**src/rtl/lookahead_path_tracker_top_assert.svh**
```systemverilog
// Assertion macros for the lookahead path tracker.
`ifndef LOOKAHEAD_PATH_TRACKER_TOP_ASSERT_SVH
`define LOOKAHEAD_PATH_TRACKER_TOP_ASSERT_SVH
`ifndef SYNTHESIS
`define LPT_ASSERT_IMP(lbl, ante, cons) \
    lbl: assert property (@(posedge clk) disable iff (!rst_n) (ante) |-> (cons)) \
        else $error("lpt check failed");
`define LPT_ASSERT_NXT(lbl, ante, cons) \
    lbl: assert property (@(posedge clk) disable iff (!rst_n) (ante) |=> (cons)) \
        else $error("lpt check failed");
`else
`define LPT_ASSERT_IMP(lbl, ante, cons)
`define LPT_ASSERT_NXT(lbl, ante, cons)
`endif
`endif

```
**src/rtl/lpt_pkg.sv**
```systemverilog
// Shared types, constants and helpers of the lookahead path tracker.
`timescale 1ns / 1ps
package lpt_pkg;

    localparam int MAX_WAYPOINTS = 256;
    localparam int IDX_W         = $clog2(MAX_WAYPOINTS);
    localparam int CNT_W         = $clog2(MAX_WAYPOINTS + 1);
    localparam int CORDIC_STEPS  = 24;
    localparam logic signed [33:0] CORDIC_KINV = 34'sd163008218;

    typedef enum logic [1:0] {
        ACT_CLEAR  = 2'd0,
        ACT_APPEND = 2'd1,
        ACT_STEP   = 2'd2
    } action_t;

    typedef enum logic [2:0] {
        REG_ENABLE    = 3'd0,
        REG_LOOKAHEAD = 3'd1,
        REG_MAX_XY    = 3'd2,
        REG_MAX_Z     = 3'd3,
        REG_YAW_RATE  = 3'd4,
        REG_GAIN_XY   = 3'd5,
        REG_GAIN_Z    = 3'd6
    } reg_index_t;

    typedef enum logic [1:0] {
        PASS_NEAR,
        PASS_AHEAD,
        PASS_TARGET
    } pass_t;

    typedef enum logic [3:0] {
        ST_IDLE,
        ST_RD,
        ST_SQ,
        ST_CMP,
        ST_SQRT,
        ST_CHK,
        ST_CORDIC,
        ST_MUL,
        ST_ADD,
        ST_DIVX_GO,
        ST_DIVX_WAIT,
        ST_DIVY_GO,
        ST_DIVY_WAIT,
        ST_SCALE,
        ST_EMIT
    } state_t;

    // Divider handshake
    typedef struct packed {
        logic start;
        logic done;
    } div_ctl_t;

    // CORDIC arctangent table, 2^32 per full turn
    function automatic logic signed [33:0] atan_lut(input logic [4:0] i);
        logic signed [33:0] r;
        unique case (i)
            5'd0:  r = 34'sd536870912;
            5'd1:  r = 34'sd316933406;
            5'd2:  r = 34'sd167458907;
            5'd3:  r = 34'sd85004756;
            5'd4:  r = 34'sd42667331;
            5'd5:  r = 34'sd21354465;
            5'd6:  r = 34'sd10679838;
            5'd7:  r = 34'sd5340245;
            5'd8:  r = 34'sd2670163;
            5'd9:  r = 34'sd1335087;
            5'd10: r = 34'sd667544;
            5'd11: r = 34'sd333772;
            5'd12: r = 34'sd166886;
            5'd13: r = 34'sd83443;
            5'd14: r = 34'sd41722;
            5'd15: r = 34'sd20861;
            5'd16: r = 34'sd10430;
            5'd17: r = 34'sd5215;
            5'd18: r = 34'sd2608;
            5'd19: r = 34'sd1304;
            5'd20: r = 34'sd652;
            5'd21: r = 34'sd326;
            5'd22: r = 34'sd163;
            5'd23: r = 34'sd81;
            default: r = '0;
        endcase
        return r;
    endfunction

    // Symmetric clamp to +-lim
    function automatic logic [31:0] clamp_v(input logic signed [64:0] v,
                                            input logic [30:0] lim);
        logic signed [64:0] l;
        logic signed [64:0] nl;
        logic [31:0] r;
        l  = $signed({34'd0, lim});
        nl = -l;
        if (v > l) begin
            r = l[31:0];
        end else if (v < nl) begin
            r = nl[31:0];
        end else begin
            r = v[31:0];
        end
        return r;
    endfunction

endpackage

```
**src/rtl/lpt_divider.sv**
```systemverilog
// Restoring serial divider, one quotient bit per cycle, unsigned.
`timescale 1ns / 1ps
module lpt_divider
    import lpt_pkg::*;
(
    input  logic        clk,
    input  logic        rst_n,
    input  div_ctl_t    ctl_in,
    output div_ctl_t    ctl_out,
    input  logic [63:0] dividend,
    input  logic [33:0] divisor,
    output logic [63:0] quotient
);

    logic [6:0]  cnt_reg;
    logic        done_reg;
    logic [63:0] dvd_reg;
    logic [33:0] rem_reg;
    logic [33:0] dsr_reg;
    logic [63:0] quo_reg;
    logic [34:0] rem_sh;
    logic        fits;

    assign rem_sh = {rem_reg, dvd_reg[63]};
    assign fits   = rem_sh >= {1'b0, dsr_reg};

    // Control: bit counter and done pulse
    always_ff @(posedge clk or negedge rst_n) begin
        if (!rst_n) begin
            cnt_reg  <= '0;
            done_reg <= 1'b0;
        end else begin
            done_reg <= 1'b0;
            if (ctl_in.start) begin
                cnt_reg <= 7'd64;
            end else if (cnt_reg != 7'd0) begin
                cnt_reg <= cnt_reg - 7'd1;
                if (cnt_reg == 7'd1) begin
                    done_reg <= 1'b1;
                end
            end
        end
    end

    // Datapath: shift, trial subtract
    always_ff @(posedge clk) begin
        if (ctl_in.start) begin
            dvd_reg <= dividend;
            dsr_reg <= divisor;
            rem_reg <= '0;
            quo_reg <= '0;
        end else if (cnt_reg != 7'd0) begin
            dvd_reg <= {dvd_reg[62:0], 1'b0};
            rem_reg <= fits ? 34'(rem_sh - {1'b0, dsr_reg}) : rem_sh[33:0];
            quo_reg <= {quo_reg[62:0], fits};
        end
    end

    assign ctl_out.start = 1'b0;
    assign ctl_out.done  = done_reg;
    assign quotient      = quo_reg;

endmodule

```
**config.mk**
```make
export PLATFORM = sky130hd
export DESIGN_NAME = lpt_divider
export DESIGN_NICKNAME = d
export VERILOG_FILES = /design/src/rtl/lookahead_path_tracker_top_assert.svh /design/src/rtl/lpt_pkg.sv /design/src/rtl/lpt_divider.sv
export SDC_FILE = /design/constraint.sdc
export NUM_CORES = 1
export LEC_CHECK = 0
export BUFFER_PORTS_ARGS = -buffer_cell sky130_fd_sc_hd__buf_2
export CAP_MARGIN = 10
export CORE_MARGIN = 2
export CORE_UTILIZATION = 50
export DETAILED_ROUTE_END_ITERATION = 16
export HOLD_SLACK_MARGIN = 0.03
export PLACE_DENSITY_LB_ADDON = 0.1
export SYNTH_ARGS = -nofsm -noshare
export SYNTH_HDL_FRONTEND = slang
export SYNTH_SLANG_ARGS = --single-unit
```
**constraint.sdc**
```tcl
create_clock -name clk -period 6.85 [get_ports clk]
set_input_delay 0.685 -clock clk [delete_from_list [all_inputs] [get_ports clk]]
set_output_delay 0.685 -clock clk [all_outputs]
set_load 0.1 [all_outputs]
```
# Word level (Yosys, flattened, before mapping)
# Cells that the tools add are included.
word_totals:
  inputBits: 102
  ff_bits: 204
  word_cells: 20
classes:
  n_eq_ne: 1
  n_reduce_logical: 2
  n_mux: 8
  n_addsub: 2
  n_lt_le_gt_ge: 1
ops:
  columns: ["cell", "count"]
  rows:
  - ["$mux 64", 2]
  - ["$ge 35x34->1", 1]
  - ["$mux 34", 1]
  - ["$sub 34x34->34", 1]
  - ["$mux 7", 2]
  - ["$eq 7x1->1 const B", 1]
  - ["$reduce_bool 7->1", 1]
  - ["$sub 7x1->7 const B", 1]
  - ["$mux 1", 3]
  - ["$reduce_bool 2->1", 1]

# Longest topological paths before layout
depth:
  depth_word: 4
  depth_mapped: 12
  mapped_depth_nobuf: 12

# Least setup slack after synthesis
# Ideal clock, no wire load.
synth_path:
  path_kind: "input to register"
  startpoint: "input ctl_in[1] in the netlist's numbering"
  endpoint: "register dvd_reg[0] (enable)"
  n_path_buf: 2
  required_ns: 6.432
  arrival_time_ns: 2.633
  slack_ns: 3.799
  stages: 4
  cell_sequence: "clkbuf_1 clkbuf_1 nor2_1 inv_1"
synth_via:
  elab_chain_cells: 1
synth_rtl:
  columns: ["item", "line", "text"]
  rows:
  - ["start, declared", "lpt_divider.sv:8", "input div_ctl_t ctl_in,"]
  - ["$reduce_bool 2->1 (no source line)", null, null]
  - ["end signal, assigned", "lpt_divider.sv:48", "dvd_reg <= dividend;"]
  - ["end signal, assigned", "lpt_divider.sv:53", "dvd_reg <= {dvd_reg[62:0], 1'b0};"]
  - ["end, declared", "lpt_divider.sv:17", "logic [63:0] dvd_reg;"]
# No other way between the ends.
# A chain may end at the register's enable or synchronous reset.

# Final worst setup path
layout_path:
  startpoint: "register dsr_reg[8]"
  endpoint: "register rem_reg[9]"
layout_via:
  elab_chain_cells: 2
  word_cells_on_any_way: 3
  classes_between: "add/sub (1); order compare (1); mux (1)"
layout_rtl:
  columns: ["item", "line", "text"]
  rows:
  - ["start, declared", "lpt_divider.sv:19", "logic [33:0] dsr_reg;"]
  - ["start signal, assigned", "lpt_divider.sv:49", "dsr_reg <= divisor;"]
  - ["$sub 34x34->34 / $ge 35x34->1 (equally long branches)", "lpt_divider.sv:54, lpt_divider.sv:25", null]
  - ["$mux 34 (*)", "lpt_divider.sv:54", "rem_reg <= fits ? 34'(rem_sh - {1'b0, dsr_reg}) : rem_sh[33:0];"]
  - ["end signal, assigned", "lpt_divider.sv:54", null]
  - ["end, declared", "lpt_divider.sv:18", "logic [33:0] rem_reg;"]
# Every way passes the cells marked *; elsewhere a longest branch is shown, timed or not.

==> reports/qor.tcl <==
set qor(clock_sinks) 204
set qor(detail_route.first_pass.iterations) 5
set qor(htree_num_levels) 1
set qor(grt_antenna_before_repair) 1
set qor(postSynth.asyncResetShare_pct) 3.92
set qor(routed_wirelength_um) 21300
set qor(final_critical_path_setup_slack_ns) 2.92
set qor(endpoint_kind) {flop}
set qor(final_common_cell) {sky130_fd_sc_hd__nand2_1}
set qor(place.gp.congestion) 0.836
set qor(global_route_met1_utilization_pct) 27.9
set qor(portBuffers) 165
set qor(max-clock-path-buffers) 3
set qor(vias) 7415
set qor(clock_insertion_delay_at_the_later_pin_of_the_skew_report_ns) 0.50
set qor(maxCapViolCount) 0
set qor(min-delay-path-class) {input port to flop}
set qor(vdd_drop_max_mv) 0.223
set qor(syn-instance-count) 984
set qor(run_status) {complete, no violations}
set qor(chip_height_um) 145
set qor(clock-skew-final_ns) 0.0110
set qor(number_of_gates_resized_after_cts) 0
set qor(grt_pass1_wl_um) 35500
set qor(multi_input_comb_area_um2) 4440
set qor(final_period_minus_worst_setup_slack_ns) 3.93
set qor(internal-power_mw) 2.74
set qor(required_time_at_the_endpoint_of_the_critical_path_ns) 7.25
set qor(route.detailed.vias_per_inst) 5.28
set qor(powerDensity_nw_per_um2) 364
set qor(critPathKind) {flop to flop}
set qor(synthToLayoutAreaGrowth_pct) 16.8
set qor(grt_start_max_net_pins) 98
set qor(p_sw_share_pct) 35.1
set qor(chipWidth_um) 145
set qor(synth_nets) 1123
set qor(worstRegToRegCells) 10
set qor(number_of_flip_flops_and_latches_in_the_synthesized_netlist) 204
set qor(post-route-drc-count) 0
set qor(tritoncts) {built}
set qor(synth_area_leaders) {sky130_fd_sc_hd__edfxtp_1 (30%), sky130_fd_sc_hd__dfxtp_1 (20%), sky130_fd_sc_hd__mux2_2 (7.2%)}
set qor(grt.met2_usage_pct) 32.2
set qor(most_used_cells_in_the_layout_excluding_fill_and_tap_cells) {sky130_fd_sc_hd__nand2_1 (192), sky130_fd_sc_hd__buf_2 (164), sky130_fd_sc_hd__edfxtp_1 (98), sky130_fd_sc_hd__dfxtp_1 (98), sky130_fd_sc_hd__a21oi_1 (96)}
set qor(synth_seq_area_share_pct) 51.3
set qor(max_freq_ghz) 0.254
set qor(ys_dominant_reg_cell) {sky130_fd_sc_hd__edfxtp_1}
set qor(1st_iter_drt_viols) 469
set qor(cts-buffers-inserted) 23
set qor(setup_violations) 0
set qor(worstPathArrival_ns) 4.33
set qor(max_slew.worst_pin.slew_ns) 1.03
set qor(antenna_violating_nets_post_route) 0
set qor(cp-start-kind) {flop}
set qor(boundaryPins) 168
set qor(post-dp-hpwl_um) 14000
set qor(globalRoute.totalOverflow) 0
set qor(report.final.hold_viol_count) 0
set qor(slew-limit-headroom_pct) 31.4
set qor(core_area_um2) 19500
set qor(seqCellArea_um2) 5100
set qor(floorplan.die_area_um2) 21000
set qor(grt_pass1_vias) 7107
set qor(ys_warn_count) 0
set qor(synth_area_um2) 9940
set qor(n_antenna_cell) 0
set qor(grt_setup_unrepaired) {false}
set qor(power.share.clock_pct) 26.9
set qor(yosysTopAreaCellShare_pct) 29.6
set qor(path_max_fanout) 24
set qor(start_util_pct) 51.1
set qor(layout-drive-gt1-share_pct) 25.9
set qor(biggest_area_consumer_among_synthesized_cells) {sky130_fd_sc_hd__edfxtp_1}
set qor(dpl_ws_ns) 3.02
set qor(seq_power_share_pct) 38.1
set qor(layout.nets) 1263
set qor(tns_ns) 0
set qor(min_delay_path_depth) 1
set qor(final_max_slew_viol_count) 0
set qor(syn-mean-instance-area_um2) 10.1
set qor(grtUsageTotal_pct) 20.0
set qor(post_synth_num_cell_types) 69
set qor(clk_root_buffer_cell) {sky130_fd_sc_hd__clkbuf_16}
set qor(clkSlewWorstSetupHoldPaths_ns) 0.06
set qor(route.detailed.wl_per_inst_um) 15.2
set qor(global_route.usage.met3_pct) 4.50
set qor(share_of_the_clock_period_used_by_the_worst_path_pct) 57.4
set qor(synth_enable_flop_cells) 98
set qor(num_rows) 51
set qor(grt.busiest_layer) {met2}
set qor(total_switching_power_mw) 1.48
set qor(share_comb_of_total_power_pct) 35.0
set qor(power.static_leakage_nw) 4.84
set qor(fillCellCount) 1674
==> timing repair <==
action | 4_1_cts | 5_1_grt
hold buffers | 1 | 0
setup buffers | 0 | 0
hold endpoints to repair | 8 | 0
==> worst max-delay path, stage by stage, from the launching register on <==
cell                       delay, ns
sky130_fd_sc_hd__edfxtp_1       0.32
sky130_fd_sc_hd__inv_1          0.04
sky130_fd_sc_hd__ha_1           0.36
sky130_fd_sc_hd__nand3_1        0.17
sky130_fd_sc_hd__nor3_1         0.20
sky130_fd_sc_hd__a21boi_0       0.55
sky130_fd_sc_hd__o211ai_1       0.39
sky130_fd_sc_hd__a31oi_4        0.36
sky130_fd_sc_hd__a21o_2         0.54
sky130_fd_sc_hd__nand2_1        0.49
sky130_fd_sc_hd__o32ai_1        0.41
==> cell usage after synthesis (all sizes together) (3+ instances only) <==
| cell | n |
|---|---|
| a211oi | 16 |
| a21o | 11 |
| a21oi | 97 |
| a311oi | 14 |
| a31oi | 12 |
| and2 | 11 |
| and3 | 4 |
| buf | 11 |
| clkbuf | 45 |
| dfrtp | 8 |
| dfxtp | 98 |
| edfxtp | 98 |
| ha | 36 |
| inv | 43 |
| mux2 | 64 |
| mux2i | 6 |
| nand2 | 192 |
| nand2b | 5 |
| nand3 | 14 |
| nand4 | 7 |
| nor2 | 48 |
| nor2b | 11 |
| nor3 | 16 |
| nor4 | 5 |
| o211ai | 5 |
| o21a | 3 |
| o21ai | 24 |
| o21bai | 3 |
| o22ai | 7 |
| o31ai | 3 |
| or2 | 3 |
| or3 | 4 |
| xnor2 | 12 |
| xor2 | 14 |
==> layer usage <==
metal | routed length (um) | part of all wire [%]
met5 | 13 | 0.061
met3 | 1160 | 5.4
met4 | 323 | 1.5
met1 | 10100 | 47
met2 | 9730 | 46
==> final timing paths <==
path	from	endpoint	slack, ns
hold reg to reg	quotient[5]	quotient[5]	0.46
max in group asynchronous	rst_n	cnt_reg[5]	6.12
setup / recovery	dsr_reg[8]	rem_reg[9]	2.92
setup reg to reg	dsr_reg[8]	rem_reg[9]	2.92
hold / removal	divisor[33]	dsr_reg[33]	0.36
min in group asynchronous	rst_n	cnt_reg[4]	0.57
==> cell families (layout without fill, tap and decap cells) <==
family / after synthesis / in the layout / share of synthesized area [%]
and+or+nand+nor: 328 / 328 / 14.4
buffers and inverters: 100 / 256 / 4.15
muxes: 70 / 70 / 7.85
xor gates and xnor gates: 26 / 26 / 2.29
adders and majority gates: 37 / 37 / 4.73
other: 1 / 1 / 0.0377
DFF: 204 / 204 / 51.3
AOI/OAI and AO/OA: 218 / 218 / 15.2
==> stage by stage <==
stage	utilization, %	cell area (um2)	power (mW)	hold WS [ns]	std cells
6_report	59.7	11600	4.23	0.359	1405
5_1_grt	59.7	11600	4.52	0.338	1405
3_3_place_gp	56.1	10900	3.09	0.436	1363
4_1_cts	59.7	11600	4.26	0.337	1405
3_5_place_dp	56.1	10900	3.10	0.455	1363
2_1_floorplan	-	9940	2.81	0.389	984
==> power groups by stage <==
stage / combinational (mW) / clock (mW) / sequential (mW)
after floorplan: 1.17 / 0 / 1.64
after CTS: 1.48 / 1.17 / 1.61
after detailed placement: 1.47 / 0 / 1.63
final: 1.48 / 1.14 / 1.61
after global routing: 1.65 / 1.23 / 1.64
after global placement: 1.46 / 0 / 1.63
==> layout make-up <==
| class | count | share of cell area (%) |
|---|---|---|
| inverter | 44 | 1.42 |
| clock inverter | 4 | 0.237 |
| clock buffer | 37 | 5.75 |
| timing repair buffer | 171 | 7.57 |
| tap | 265 | 2.85 |
| sequential | 204 | 43.9 |
| multi-input combinational | 680 | 38.2 |
(Power assumes the default switching activity.)
